<file path="src/rtl/core/gsr_pkg.sv">
`timescale 1ns / 1ps
// ----------------------------------------------------------------------------
// gsr_pkg
// Shared constants and types for the gamepad shift register emulator.
// ----------------------------------------------------------------------------
package gsr_pkg;

  // Bytes in one frame; each of the two buffers holds this many.
  localparam int FRAME_BYTES = 8;

  localparam int STORE_DEPTH = 2 * FRAME_BYTES;
  localparam int STORE_AW    = $clog2(STORE_DEPTH);
  localparam int CNT_W       = $clog2(FRAME_BYTES + 1);

  localparam logic [STORE_AW-1:0] BUF1_BASE = STORE_AW'(FRAME_BYTES);

  // Action codes.
  localparam logic [1:0] ACT_TICK   = 2'd0;
  localparam logic [1:0] ACT_WRITE  = 2'd1;
  localparam logic [1:0] ACT_COMMIT = 2'd2;

  // Phase codes.
  localparam logic [1:0] PH_IDLE      = 2'd0;
  localparam logic [1:0] PH_WAIT_LOW  = 2'd1;
  localparam logic [1:0] PH_WAIT_HIGH = 2'd2;

  localparam logic [2:0] BIT_LAST = 3'd7;
  localparam logic [7:0] TIMEOUT_RESET = 8'd16;

  typedef struct packed {
    logic [1:0] action;
    logic       latch_level;
    logic       clk_level;
    logic [2:0] byte_index;
    logic [7:0] byte_value;
  } item_t;

  typedef struct packed {
    logic                en;
    logic [STORE_AW-1:0] addr;
    logic [7:0]          data;
  } store_wr_t;

endpackage

</file>
<file path="src/rtl/core/gsr_in_reg.sv">
`timescale 1ns / 1ps
// ----------------------------------------------------------------------------
// gsr_in_reg
// Input register: holds one accepted beat until the core takes it.
// ----------------------------------------------------------------------------
module gsr_in_reg import gsr_pkg::*; (
  input  logic  clk,
  input  logic  rst,
  input  logic  in_valid,
  output logic  in_ready,
  input  item_t in_item,
  output logic  item_valid,
  output item_t item,
  input  logic  item_take
);

  assign in_ready = !item_valid || item_take;

  always_ff @(posedge clk) begin
    if (rst) begin
      item_valid <= 1'b0;
    end else if (in_ready) begin
      item_valid <= in_valid;
    end
  end

  always_ff @(posedge clk) begin
    if (in_valid && in_ready) begin
      item <= in_item;
    end
  end

endmodule

</file>
<file path="src/rtl/core/gsr_frame_store.sv">
`timescale 1ns / 1ps
// ----------------------------------------------------------------------------
// gsr_frame_store
// Double-buffered byte store: one write port, one read port.
// ----------------------------------------------------------------------------
module gsr_frame_store import gsr_pkg::*; (
  input  logic                clk,
  input  logic                rst,
  input  store_wr_t           wr,
  input  logic [STORE_AW-1:0] rd_addr,
  output logic [7:0]          rd_data
);

  logic [7:0] mem [STORE_DEPTH];

  always_ff @(posedge clk) begin
    if (rst) begin
      for (int i = 0; i < STORE_DEPTH; i++) begin
        mem[i] <= 8'd0;
      end
    end else if (wr.en) begin
      mem[wr.addr] <= wr.data;
    end
  end

  assign rd_data = mem[rd_addr];

endmodule

</file>
<file path="src/rtl/core/gsr_core.sv">
`timescale 1ns / 1ps
// ----------------------------------------------------------------------------
// gsr_core
// Shift-out sequencer, buffer selection and the result register.
// ----------------------------------------------------------------------------
module gsr_core import gsr_pkg::*; (
  input  logic                clk,
  input  logic                rst,
  input  logic                cfg_we,
  input  logic [7:0]          cfg_data,
  input  logic                item_valid,
  input  item_t               item,
  output logic                item_take,
  output store_wr_t           store_wr,
  output logic [STORE_AW-1:0] store_rd_addr,
  input  logic [7:0]          store_rd_data,
  output logic                out_valid,
  input  logic                out_ready,
  output logic                data_level,
  output logic                sending,
  output logic                timed_out
);

  logic [7:0]       timeout_ticks;
  logic             fill_select, fill_select_next;
  logic             send_select, send_select_next;
  logic [1:0]       phase, phase_next;
  logic [7:0]       shift_byte, shift_byte_next;
  logic [2:0]       bit_count, bit_count_next;
  logic [CNT_W-1:0] byte_count, byte_count_next;
  logic [7:0]       wait_count, wait_count_next;
  logic             latch_prev, latch_prev_next;
  logic             line_level, line_level_next;
  logic             tout;

  logic             fire;
  logic             start;
  logic [7:0]       drv_byte;
  logic [2:0]       drv_bits;
  logic [CNT_W-1:0] drv_bytes;
  logic [CNT_W-1:0] byte_inc;
  logic             wrap;
  logic [8:0]       miss_count;
  logic             miss_abort;

  assign fire      = item_valid && (!out_valid || out_ready);
  assign item_take = fire;

  // A frame starts on a falling latch edge seen while idle.
  assign start = (phase == PH_IDLE) && latch_prev && !item.latch_level;

  // The first bit of a frame comes straight from the store.
  assign drv_byte  = start ? store_rd_data : shift_byte;
  assign drv_bits  = start ? 3'd0 : bit_count;
  assign drv_bytes = start ? '0 : byte_count;
  assign byte_inc  = drv_bytes + CNT_W'(1);
  assign wrap      = (drv_bits == BIT_LAST);

  always_comb begin
    if (start) begin
      store_rd_addr = fill_select ? '0 : BUF1_BASE;
    end else begin
      store_rd_addr = (send_select ? BUF1_BASE : '0) + STORE_AW'(byte_inc);
    end
  end

  assign miss_count = {1'b0, wait_count} + 9'd1;
  assign miss_abort = (miss_count >= {1'b0, timeout_ticks});

  always_comb begin
    fill_select_next = fill_select;
    send_select_next = send_select;
    phase_next       = phase;
    shift_byte_next  = shift_byte;
    bit_count_next   = bit_count;
    byte_count_next  = byte_count;
    wait_count_next  = wait_count;
    latch_prev_next  = latch_prev;
    line_level_next  = line_level;
    tout             = 1'b0;
    store_wr.en      = 1'b0;
    store_wr.addr    = (fill_select ? BUF1_BASE : '0) + STORE_AW'(item.byte_index);
    store_wr.data    = item.byte_value;

    if (fire) begin
      case (item.action)
        ACT_TICK: begin
          latch_prev_next = item.latch_level;
          if ((phase == PH_WAIT_LOW && !item.clk_level) ||
              (phase == PH_WAIT_HIGH && item.clk_level &&
               32'(byte_count) >= FRAME_BYTES)) begin
            // Awaited level seen with no bit to drive.
            if (phase == PH_WAIT_HIGH) begin
              line_level_next = 1'b0;
              phase_next      = PH_IDLE;
            end else begin
              phase_next = PH_WAIT_HIGH;
            end
            wait_count_next = 8'd0;
          end else if ((phase == PH_WAIT_HIGH && item.clk_level) || start) begin
            if (start) begin
              send_select_next = ~fill_select;
            end
            line_level_next = !drv_byte[7];
            bit_count_next  = drv_bits + 3'd1;
            byte_count_next = wrap ? byte_inc : drv_bytes;
            if (!wrap) begin
              shift_byte_next = {drv_byte[6:0], 1'b0};
            end else if (32'(byte_inc) < FRAME_BYTES) begin
              shift_byte_next = store_rd_data;
            end else begin
              shift_byte_next = 8'd0;
            end
            wait_count_next = 8'd0;
            phase_next      = PH_WAIT_LOW;
          end else if (phase == PH_WAIT_LOW || phase == PH_WAIT_HIGH) begin
            if (miss_abort) begin
              phase_next      = PH_IDLE;
              wait_count_next = 8'd0;
              tout            = 1'b1;
            end else begin
              wait_count_next = miss_count[7:0];
            end
          end
        end
        ACT_WRITE: begin
          store_wr.en = (32'(item.byte_index) < FRAME_BYTES);
        end
        ACT_COMMIT: begin
          fill_select_next = ~fill_select;
        end
        default: begin
        end
      endcase
    end
  end

  always_ff @(posedge clk) begin
    if (rst) begin
      timeout_ticks <= TIMEOUT_RESET;
      fill_select   <= 1'b0;
      send_select   <= 1'b0;
      phase         <= PH_IDLE;
      shift_byte    <= 8'd0;
      bit_count     <= 3'd0;
      byte_count    <= '0;
      wait_count    <= 8'd0;
      latch_prev    <= 1'b0;
      line_level    <= 1'b0;
    end else begin
      if (cfg_we) begin
        timeout_ticks <= cfg_data;
      end
      fill_select <= fill_select_next;
      send_select <= send_select_next;
      phase       <= phase_next;
      shift_byte  <= shift_byte_next;
      bit_count   <= bit_count_next;
      byte_count  <= byte_count_next;
      wait_count  <= wait_count_next;
      latch_prev  <= latch_prev_next;
      line_level  <= line_level_next;
    end
  end

  // Result register: holds its beat until the consumer takes it.
  always_ff @(posedge clk) begin
    if (rst) begin
      out_valid <= 1'b0;
    end else if (fire) begin
      out_valid <= 1'b1;
    end else if (out_ready) begin
      out_valid <= 1'b0;
    end
  end

  always_ff @(posedge clk) begin
    if (fire) begin
      data_level <= line_level_next;
      sending    <= (phase_next != PH_IDLE);
      timed_out  <= tout;
    end
  end

  a_tout_ends_frame: assert property (@(posedge clk) disable iff (rst)
    out_valid && timed_out |-> !sending)
    else $error("timeout reported while a frame is still running");

  a_idle_wait_clear: assert property (@(posedge clk) disable iff (rst)
    phase == PH_IDLE |-> wait_count == 8'd0)
    else $error("wait counter left non-zero in idle");

  a_byte_count_range: assert property (@(posedge clk) disable iff (rst)
    32'(byte_count) <= FRAME_BYTES)
    else $error("byte counter beyond the frame length");

  a_fire_gives_result: assert property (@(posedge clk) disable iff (rst)
    fire |=> out_valid)
    else $error("taken beat produced no result");

endmodule

</file>
<file path="src/rtl/core/gamepad_shift_register_emulator.sv">
`timescale 1ns / 1ps
// ----------------------------------------------------------------------------
// gamepad_shift_register_emulator
// Serial shift-out of a double-buffered controller frame, driven by sampled
// latch and clock pin levels, with a timeout on each clock level wait.
//
// Channel  Handshake            Payload
// in       in_valid/in_ready    action latch_level clk_level byte_index
//                               byte_value
// out      out_valid/out_ready  data_level sending timed_out
// cfg      cfg_we               cfg_data (timeout_ticks)
//
// One beat is taken per cycle while the result is not stalled; the input
// register holds it while the core works on it, and the result register
// loads when the core takes it from the input register.
// Synchronous reset clears the store, the sequencer and both valid flags.
// A stalled result holds; the input register still takes one more beat if empty.
// ----------------------------------------------------------------------------
module gamepad_shift_register_emulator import gsr_pkg::*; (
  input  logic       clk,
  input  logic       rst,
  input  logic       cfg_we,
  input  logic [7:0] cfg_data,
  input  logic       in_valid,
  output logic       in_ready,
  input  logic [1:0] action,
  input  logic       latch_level,
  input  logic       clk_level,
  input  logic [2:0] byte_index,
  input  logic [7:0] byte_value,
  output logic       out_valid,
  input  logic       out_ready,
  output logic       data_level,
  output logic       sending,
  output logic       timed_out
);

  item_t               in_item;
  item_t               item;
  logic                item_valid;
  logic                item_take;
  store_wr_t           store_wr;
  logic [STORE_AW-1:0] store_rd_addr;
  logic [7:0]          store_rd_data;

  assign in_item.action      = action;
  assign in_item.latch_level = latch_level;
  assign in_item.clk_level   = clk_level;
  assign in_item.byte_index  = byte_index;
  assign in_item.byte_value  = byte_value;

  gsr_in_reg u_in_reg (
    .clk        (clk),
    .rst        (rst),
    .in_valid   (in_valid),
    .in_ready   (in_ready),
    .in_item    (in_item),
    .item_valid (item_valid),
    .item       (item),
    .item_take  (item_take)
  );

  gsr_frame_store u_store (
    .clk     (clk),
    .rst     (rst),
    .wr      (store_wr),
    .rd_addr (store_rd_addr),
    .rd_data (store_rd_data)
  );

  gsr_core u_core (
    .clk           (clk),
    .rst           (rst),
    .cfg_we        (cfg_we),
    .cfg_data      (cfg_data),
    .item_valid    (item_valid),
    .item          (item),
    .item_take     (item_take),
    .store_wr      (store_wr),
    .store_rd_addr (store_rd_addr),
    .store_rd_data (store_rd_data),
    .out_valid     (out_valid),
    .out_ready     (out_ready),
    .data_level    (data_level),
    .sending       (sending),
    .timed_out     (timed_out)
  );

endmodule
</file>
<file path="config.mk">
export PLATFORM = sky130hd
export DESIGN_NAME = gamepad_shift_register_emulator
export DESIGN_NICKNAME = d
export VERILOG_FILES = /design/src/rtl/core/gsr_pkg.sv /design/src/rtl/core/gsr_in_reg.sv /design/src/rtl/core/gsr_frame_store.sv /design/src/rtl/core/gsr_core.sv /design/src/rtl/core/gamepad_shift_register_emulator.sv
export SDC_FILE = /design/constraint.sdc
export NUM_CORES = 1
export LEC_CHECK = 0
export BUFFER_PORTS_ARGS = -buffer_cell sky130_fd_sc_hd__buf_2
export CORE_MARGIN = 2
export CORE_UTILIZATION = 55
export CTS_CLUSTER_SIZE = 8
export DETAILED_ROUTE_END_ITERATION = 12
export PLACE_DENSITY = 0.71
export SYNTH_ARGS = -nofsm -noshare
export SYNTH_HDL_FRONTEND = slang
export SYNTH_SLANG_ARGS = --single-unit
</file>
<file path="constraint.sdc">
create_clock -name clk -period 3.05 [get_ports clk]
set_input_delay 0.1525 -clock clk [delete_from_list [all_inputs] [get_ports clk]]
set_output_delay 0.1525 -clock clk [all_outputs]
set_load 0.1 [all_outputs]
</file>
# Yosys cells after proc, flatten, opt, wreduce, memory -nomap -nowiden
# Memory sizes are Yosys's and may differ from the RTL's.
# Index checks and enable logic that the tools add are counted.
[op_classes] n_addsub=5 n_lt_le_gt_ge=3 n_eq_ne=5 muxes=39 n_bitwise=4 n_reduce_logical=29
[op_table] operator="2-to-1 mux 8 bit" count=8
[op_table] operator="2-to-1 mux 4 bit" count=7
[op_table] operator="2-to-1 mux 1 bit" count=16
[op_table] operator="2-to-1 mux 2 bit" count=7
[op_table] operator="adder 8 x 1 -> 9 bit, second input constant" count=1
[op_table] operator=">= comparator 9 x 8 -> 1 bit" count=1
[op_table] operator="OR reduction 8 bit" count=1
[op_table] operator="logical AND 1 bit" count=7
[op_table] operator="zero test 1 bit" count=5
[op_table] operator="logical OR 1 bit" count=5
[op_table] operator="AND reduction 5 bit" count=1
[op_table] operator="adder 4 x 1 -> 4 bit, second input constant" count=1
[op_table] operator="adder 4 x 3 -> 4 bit" count=1
[op_table] operator="adder 4 bit" count=1
[op_table] operator="equality test 2 x 1 -> 1 bit, second input constant" count=2
[op_table] operator="equality test 2 bit, second input constant" count=2
[op_table] operator=">= comparator 4 bit, second input constant" count=1
[op_table] operator="zero test 2 bit" count=2
[op_table] operator="< comparator 4 bit, second input constant" count=1
[op_table] operator="NOT 1 bit" count=4
[op_table] operator="AND reduction 2 bit" count=2
[op_table] operator="AND reduction 4 bit" count=1
[op_table] operator="nonzero test 2 bit" count=2
[op_table] operator="OR reduction 4 bit" count=1
[op_table] operator="5 further kinds" count=5
[word_totals] register_bits=57 mem_bits_rw=128 inputBits=28 output_inout_bits=5 word_cells=106 n_memories=1
[mem_list] name="u_store.mem" depth=16 width=8 rd=1 rd_clocked_by_memory_dff=0 write_ports=16 line="gsr_frame_store.sv:14" rtl="logic [7:0] mem [STORE_DEPTH];"

# Depth between registers and ports, before layout
# Gate-level depths: netlist of the first run.
# An unclocked memory read counts as a cell.
[logic_depth] depth_word=14 ltp_mapped=16

# Cells and area by module
# Synthesis of the first run repeated with hierarchy kept, for this count alone.
[unflattened] cells_unflattened=682 hier_area_um2=8787.2
[modules_own_cells] mod="gsr_frame_store" instances=1 cells_each=375 area_each_um2=5861.9 seq_area_each_um2=3843.7
[modules_own_cells] mod="gsr_core" instances=1 cells_each=287 area_each_um2=2419.8 seq_area_each_um2=850.8
[modules_own_cells] mod="gsr_in_reg" instances=1 cells_each=20 area_each_um2=505.5 seq_area_each_um2=470.5

# Worst setup path before layout of the first run
# No wires, ideal clock.
[synth_timing] path_type="reg2reg" startpoint="reg u_core.phase[1]" endpoint="reg u_core.shift_byte[5]" setup_ps=130 arrival_time_ps=3139 t_required_ps=2920 slack_ps=-219 stages_incl_launch_ff=17 path_buffers=4 cell_sequence="dfxtp_1 -> inv_1 -> ha_1 -> nand3b_4 -> clkbuf_1 -> buf_2 -> clkbuf_1 -> and2_1 -> ha_1 -> xnor2_1 -> nor2_4 -> buf_4 -> a211o_1 -> a211oi_1 -> mux2i_1 -> a31oi_1 -> o41ai_2"
[synth_between] elab_chain_cells=10 word_cells_on_any_way=23
[synth_lines] element="start, declared" line="gsr_core.sv:27" rtl="logic [1:0] phase, phase_next;"
[synth_lines] element="start signal, assigned" line="gsr_core.sv:156" rtl="phase <= phase_next;"
[synth_lines] element="zero test 2 bit" line="gsr_core.sv:50" rtl="assign start = (phase == PH_IDLE) && latch_prev && !item.latch_level;"
[synth_lines] element="logical AND 1 bit (2 in series)" line="gsr_core.sv:50"
[synth_lines] element="2-to-1 mux 4 bit" line="gsr_core.sv:55" rtl="assign drv_bytes = start ? '0 : byte_count;"
[synth_lines] element="adder 4 x 1 -> 4 bit" line="gsr_core.sv:56" rtl="assign byte_inc = drv_bytes + CNT_W'(1);"
[synth_lines] element="adder 4 bit" line="gsr_core.sv:63" rtl="store_rd_addr = (send_select ? BUF1_BASE : '0) + STORE_AW'(byte_inc);"
[synth_lines] element="2-to-1 mux 4 bit" line="gsr_core.sv:60" rtl="if (start) begin"
[synth_lines] element="memory read (16 x 8 bit)"
[synth_lines] element="2-to-1 mux 8 bit (on tied branches)" line="gsr_core.sv:53, gsr_core.sv:109"
[synth_lines] element="2-to-1 mux 8 bit" line="gsr_core.sv:107" rtl="if (!wrap) begin"
[synth_lines] element="end signal, assigned" line="gsr_core.sv:157" rtl="shift_byte <= shift_byte_next;"
[synth_lines] element="end, declared" line="gsr_core.sv:28" rtl="logic [7:0] shift_byte, shift_byte_next;"
# Several ways; a longest one is shown, not always the timed one.
# A chain may end at the register's enable or synchronous reset.

# Worst setup path in the final report of the first run
[layout_timing] startpoint="reg u_core.phase[0]" endpoint="reg u_core.shift_byte[4]"
# Same word-level chain as after synthesis.

==> results.md, run 1 <==
- Predominant post-synthesis flop cell: edfxtp_1
- Most area-hungry cell type in the Yosys netlist: edfxtp_1
- First-pass GRT wire length: 33.8 mm
- Pwr Density: 508 mW/mm2
- Max Clk Rate: 0.350 GHz
- WL per Instance: 20.2 um
- Area Overhead vs Synth: 14.4%
- Non-Filler Instances: 1056
- Gr usage total: 25.4%
- DP HPWL: 14.5 mm
- Skew-Pair Late Insertion Delay: 0.44 ns
- WP data arrival: 3.22 ns
- RSZ-0062 raised after global routing: no
- Synthesized instance count: 764
- Slew Viols, Final: 0
- Gr ovfl total: 0
- # setup viols final: 0
- Die width: 132 um
- Class of the worst hold path: in -> reg
- TritonCTS clock tree: built
- CTS Buffer Depth: 2
- Setup bufs post-CTS: 0
- Worst EP required: 3.41 ns
- PortBufs: 32
- Post-route setup slack: 0.190 ns
- Worst setup SP type: flop
- Leakage: 3.81 nW
- Startpoint of the worst register-to-register path: u_core.phase[0]$_SDFF_PP0_
- Setup TNS: 0 ns
- Largest net degree at the start of global routing: 44
- Max VDD drop: 498 uV
- Layout Nets: 872
- Crit-path max FO: 25
- Reg2Reg Depth: 13
- Drt drc: 0
- Total of max-cap violations: 0
- ANT cells: 0
- Clk slew on worst S/H paths: 0.07 ns
- Die H: 132 um
- CP Capture Point: u_core.shift_byte[4]$_SDFFE_PP0P_
- Worst slew margin: 38.6%
- Drt pass-1 iters: 5
- Most frequent cells in the layout: 146 x edfxtp_1, 137 x and2_1, 51 x nor2_1
- Area after DPL: 0.00953 mm2
- Area contributors post-synth: edfxtp_1 49%, and2_1 9.5%, dfxtp_1 8.6%
- Critical Path End Type: flop
- Vias in the first global route: 6185
- Final ANT Viol Nets: 0
- CORE AREA: 0.0159 mm2
- Share of layout cells above drive strength 1: 16.2%
- Vias: 6255
- Async set-or-reset flop fraction in the synthesized netlist: 0%
- Initial Util: 56.6%
- Yosys Warn Count: 0
- Count of cell types in the netlist: 66
- Placed Cells: 1002
- Critical path class: reg -> reg
- DR vias/cell: 5.92
- Synth top area share: 48.6%
- Sequential area share after synthesis: 57.2%
- Tot Pwr: 5.25 mW
- CTS root buffer: clkbuf_16
- Final Hold Fails: 0
- TritonCTS buffer count: 17
- Clock sink count: 185
- Mapped Area: 0.00903 mm2
- Final instance area: 0.0103 mm2
- Pre-CTS WS: 0.104 ns
- EDFF count, synth: 146
- Critical Path Start: u_core.phase[0]$_SDFF_PP0_
- FF+latch count, synth: 185
- Fin Clk Skew: 0.00773 ns
- Final worst path period share: 93.8%
- Io pins: 33
- Initial DRC count: 582
- Most common cell after layout, fill and taps aside: edfxtp_1
- Die area: 0.0175 mm2
- R2R Setup Slk: 0.19 ns
- Reg-to-Reg End: u_core.shift_byte[4]$_SDFFE_PP0P_
- Status: finished clean
- Synth Net Count: 807
- WL final: 21.3 mm
- Initial antenna violation count: 0
- Num rows: 46
- Avg Synthesized Cell Area: 11.8 um2
- Gp weighted congestion: 0.924
- Measured slew at the worst slew-check pin: 0.921 ns
- Post-layout minimum cycle time: 2.86 ns
- H-tree Lvls: 4
-- synthesized netlist by cell type, drive strengths merged (4+ instances only) --
library cell,n
edfxtp,146
and2,137
nor2,53
dfxtp,39
a21oi,35
nand2,34
o21ai,34
mux2i,33
nand3,28
clkbuf,23
buf,19
a211oi,15
ha,15
and3,13
inv,13
mux4,12
nand2b,10
a21boi,8
a311oi,7
nor2b,7
o31ai,7
nor3,6
xnor2,6
o211ai,5
xor2,5
a21o,4
mux2,4
or2,4
or3,4
-- final cells by class --
cell class / count / area [um2]
Inverter: 14 / 52.6
Clock inverter: 12 / 120
Sequential cell: 185 / 5170
Timing Repair Buffer: 88 / 653
Fill cell: 1217 / 5610
Tap cell: 216 / 270
Multi-Input combinational cell: 523 / 3640
Clock buffer: 18 / 429
-- flip-flops by register name, indices dropped and copies added, names as in the netlist --
register              count
u_core.timed_out          1
u_core.latch_prev         1
u_core.timeout_ticks      8
u_core.shift_byte         8
u_core.phase              2
u_core.line_level         1
u_core.data_level         1
u_core.sending            1
u_core.out_valid          1
u_core.send_select        1
u_in_reg.item            15
u_core.bit_count          3
u_store.mem             128
u_core.fill_select        1
u_in_reg.item_valid       1
u_core.wait_count         8
u_core.byte_count         4
-- logic make-up after synthesis --
logic type | after synthesis | synth area share, %
AO/OA/AOI/OAI | 141 | 10.4
XOR/XNOR | 12 | 1.32
adder cells (fa/ha/maj) | 15 | 2.08
buffers and inverters | 56 | 2.74
flip-flops | 185 | 57.2
multiplexers | 49 | 7.29
AND/OR/NAND/NOR | 306 | 19.0
-- where the power goes --
group          leakage [nW]  switching (mW)  internal, mW  total, mW
logic                  1.73           0.170         0.115      0.285
clock network         0.262           0.970          1.13       2.10
registers              1.82          0.0669          2.80       2.86
total                  3.81            1.21          4.04       5.25
-- how the worst min path moves through the flow --
stage | depth (start not counted) | startpoint | slack (ns) | end
floorplan | 0 | byte_value[0] | 0.25 | u_in_reg.item[0]$_DFFE_PP_
global placement | 1 | byte_index[2] | 0.33 | u_in_reg.item[10]$_DFFE_PP_
detailed placement | 1 | byte_index[1] | 0.33 | u_in_reg.item[9]$_DFFE_PP_
CTS | 4 | out_ready | 0.02 | u_core.out_valid$_SDFFE_PP0P_
global route | 4 | out_ready | 0.06 | u_core.out_valid$_SDFFE_PP0P_
finish | 4 | out_ready | 0.05 | u_core.out_valid$_SDFFE_PP0P_
-- metrics by stage --
stage | hold WS [ns] | utilization [%]
2_1_floorplan | 0.251 | -
6_report | 0.0486 | 64.8
3_5_place_dp | 0.331 | 59.8
5_1_grt | 0.0587 | 64.8
4_1_cts | 0.0189 | 64.7
3_3_place_gp | 0.329 | 59.8
-- repair_timing --
| action | CTS | global route |
|---|---|---|
| hold endpoints to repair | 24 | 0 |
| endpoints found under the setup margin | 0 | 12 |
| gates resized for setup | 0 | 7 |
| hold buffers | 24 | 0 |
-- layer usage --
layer / track usage, % / part of all wire, % / vias to the layer above
li1: - / - / 2928
met1: 33.1 / 43 / 3071
met2: 42.2 / 49 / 221
met3: 5.19 / 5.9 / 35
met4: 9.42 / 2.4 / 0
met5: 0 / 0 / -
-- worst max-delay path: stages, from the launching register on --
cell and delay, ns:
dfxtp_1 0.39, inv_1 0.10, ha_2 0.22, and3b_1 0.18, nor2_1 0.11, ha_2 0.27
xnor2_2 0.15, nor2_4 0.14, buf_12 0.19, o31ai_1 0.14, mux2i_1 0.32, nor2_1 0.08
or3_1 0.33, a21oi_1 0.14
Note: power is estimated with default switching activity, not from simulation.
==> run 2: changes to the inputs <==
--- a/config.mk
+++ b/config.mk
@@ -10,7 +10,7 @@
 export CORE_UTILIZATION = 55
 export CTS_CLUSTER_SIZE = 8
 export DETAILED_ROUTE_END_ITERATION = 12
-export PLACE_DENSITY = 0.71
+export PLACE_DENSITY_LB_ADDON = 0.12
 export SYNTH_ARGS = -nofsm -noshare
 export SYNTH_HDL_FRONTEND = slang
 export SYNTH_SLANG_ARGS = --single-unit
==> run 2 against run 1 <==
Effect of this change:
- clock power is 2% higher
- critical path type unchanged
- critical path depth stayed put
- highest routed layer unchanged
- maximum frequency is 0.73% lower
- via count is 0.26% higher
- critical endpoint is now u_core.shift_byte[1]$_SDFFE_PP0P_
==> results.md, run 2 (synthesis results as in run 1) <==
- Largest net degree at the start of global routing: 44 (unchanged)
- Worst setup SP type: flop
- Post-layout util: 65.5% (+0.70 points)
- Setup TNS: 0 ns (unchanged)
- Die width: 132 um (unchanged)
- WL per Instance: 20.3 um (+0.64%)
- Most common cell after layout, fill and taps aside: edfxtp_1
- Class of the worst hold path: in -> reg
- DR vias/cell: 5.89 (-0.50%)
- Leakage: 3.88 nW (+1.7%)
- Final ANT Viol Nets: 0 (unchanged)
- Max Clk Rate: 0.347 GHz (-0.73%)
- PortBufs: 32 (unchanged)
- Initial antenna violation count: 0 (unchanged)
- Hold depth: 4 (unchanged)
- # setup viols final: 0 (unchanged)
- Vias in the first global route: 6311 (+2.0%)
- Gp weighted congestion: 0.962 (+4.1%)
- Pre-CTS WS: 0.0891 ns (-0.0148 ns)
- Layout Nets: 879 (+0.80%)
- Total of max-cap violations: 0 (unchanged)
- Die H: 132 um (unchanged)
- Clock sink count: 185 (unchanged)
- Num rows: 46 (unchanged)
- Pwr Density: 508 mW/mm2 (about the same)
- TritonCTS buffer count: 17 (unchanged)
- Status: finished clean
- Die area: 0.0175 mm2 (unchanged)
- Io pins: 33 (unchanged)
- Share of layout cells above drive strength 1: 17.0% (+0.79 points)
- H-tree Lvls: 4 (unchanged)
- Clk slew on worst S/H paths: 0.07 ns (about the same)
- Tot Pwr: 5.31 mW (+1.1%)
- Final Hold Fails: 0 (unchanged)
- Fin Clk Skew: 0.00943 ns (+0.00170 ns)
- Critical Path End Type: flop
- Skew-Pair Late Insertion Delay: 0.43 ns (about the same)
- CORE AREA: 0.0159 mm2 (unchanged)
- Worst slew margin: 47.6% (+9.0 points)
- RSZ-0062 raised after global routing: no
- Most frequent cells in the layout: 146 x edfxtp_1, 137 x and2_1, 51 x nor2_1
- Vias: 6271 (+0.26%)
- Slew Viols, Final: 0 (unchanged)
- Final instance area: 0.0104 mm2 (+1.1%)
- Initial Util: 56.6% (unchanged)
- Drt drc: 0 (unchanged)
- Crit-path max FO: 25 (unchanged)
- Critical path class: reg -> reg
- WP data arrival: 3.20 ns (-0.02 ns)
- # fillers: 1210 (-0.58%)
- Largest Register: u_store.mem
- Drt pass-1 iters: 6 (+1)
- DP HPWL: 14.8 mm (+1.8%)
- TritonCTS clock tree: built
- Area Overhead vs Synth: 15.7%
- Reg2Reg Depth: 13 (unchanged)
- Final worst path period share: 94.5% (+0.69 points)
- First-pass GRT wire length: 34.4 mm (+1.9%)
- Post-route setup slack: 0.169 ns (-0.0211 ns)
- Post-layout minimum cycle time: 2.88 ns (+0.0211 ns)
- WL final: 21.6 mm (+1.4%)
- Biggest regs: u_store.mem x128, u_in_reg.item x15
- Measured slew at the worst slew-check pin: 0.785 ns (-0.136 ns)
- Gr ovfl total: 0 (unchanged)
- CTS root buffer: clkbuf_16
- ANT cells: 0 (unchanged)
- Area after DPL: 0.00958 mm2 (+0.53%)
- Worst EP required: 3.37 ns (-0.04 ns)
- Max reg flops: 128 (unchanged)
- Gr usage total: 25.7% (+0.34 points)
- Initial DRC count: 531 (-8.8%)
- CTS Buffer Depth: 2 (unchanged)
- Max VDD drop: 408 uV (-18%)
==> run 2: worst max-delay path, stage by stage (launching register included) <==
cell       delay, ns
dfxtp_1         0.41
inv_1           0.11
ha_2            0.23
and3b_1         0.19
nor2_1          0.10
ha_2            0.26
xnor2_2         0.16
nor2_4          0.05
buf_12          0.17
o311ai_0        0.43
o2111ai_1       0.20
o21ai_1         0.14
nor3_1          0.07
o221a_2         0.25
==> run 2: power by group <==
group	total (mW)	internal (mW)	switching, mW
registers	2.87	2.80	0.0689
logic	0.289	0.117	0.172
clock network	2.15	1.15	1.01
==> run 2: area by class of cell <==
cell class | instances | area, um2 | share of cell area [%]
multi-input combinational | 523 | 3660 | 35.1
tap | 216 | 270 | 2.59
clock inverter | 14 | 138 | 1.32
clock buffer | 17 | 425 | 4.07
sequential | 185 | 5170 | 49.5
timing repair buffer | 95 | 728 | 6.97
inverter | 14 | 52.6 | 0.503
==> run 2: per-stage QoR <==
stage,hold slack (ns),instances
6_report,0.0398,1064
2_1_floorplan,0.251,764
4_1_cts,0.0277,1063
5_1_grt,0.0855,1064
3_3_place_gp,0.329,1007
3_5_place_dp,0.331,1007
==> run 2: final timing paths <==
kind	startpoint	slack [ns]	endpoint
worst min-delay path	out_ready	0.04	u_core.out_valid$_SDFFE_PP0P_
worst max-delay path	u_core.phase[0]$_SDFF_PP0_	0.17	u_core.shift_byte[1]$_SDFFE_PP0P_
worst max register to register	u_core.phase[0]$_SDFF_PP0_	0.17	u_core.shift_byte[1]$_SDFFE_PP0P_
worst min register to register	u_core.bit_count[2]$_SDFFE_PP0P_	0.45	u_core.bit_count[2]$_SDFFE_PP0P_
==> run 2: repair_timing <==
item,4_1_cts,5_1_grt
hold endpoints to repair,25,0
hold buffers,25,0
setup endpoints to repair,0,12
resized for setup,0,11
buffers inserted,0,1
==> run 2: per-layer routing <==
metal / up-vias / global-route usage [%] / part of all wire, %
met1: 3071 / 35.6 / 44
met5: - / 0 / 0
met2: 228 / 40.7 / 48
met3: 37 / 4.92 / 5.8
met4: 0 / 9.48 / 2.5
li1: 2935 / - / -
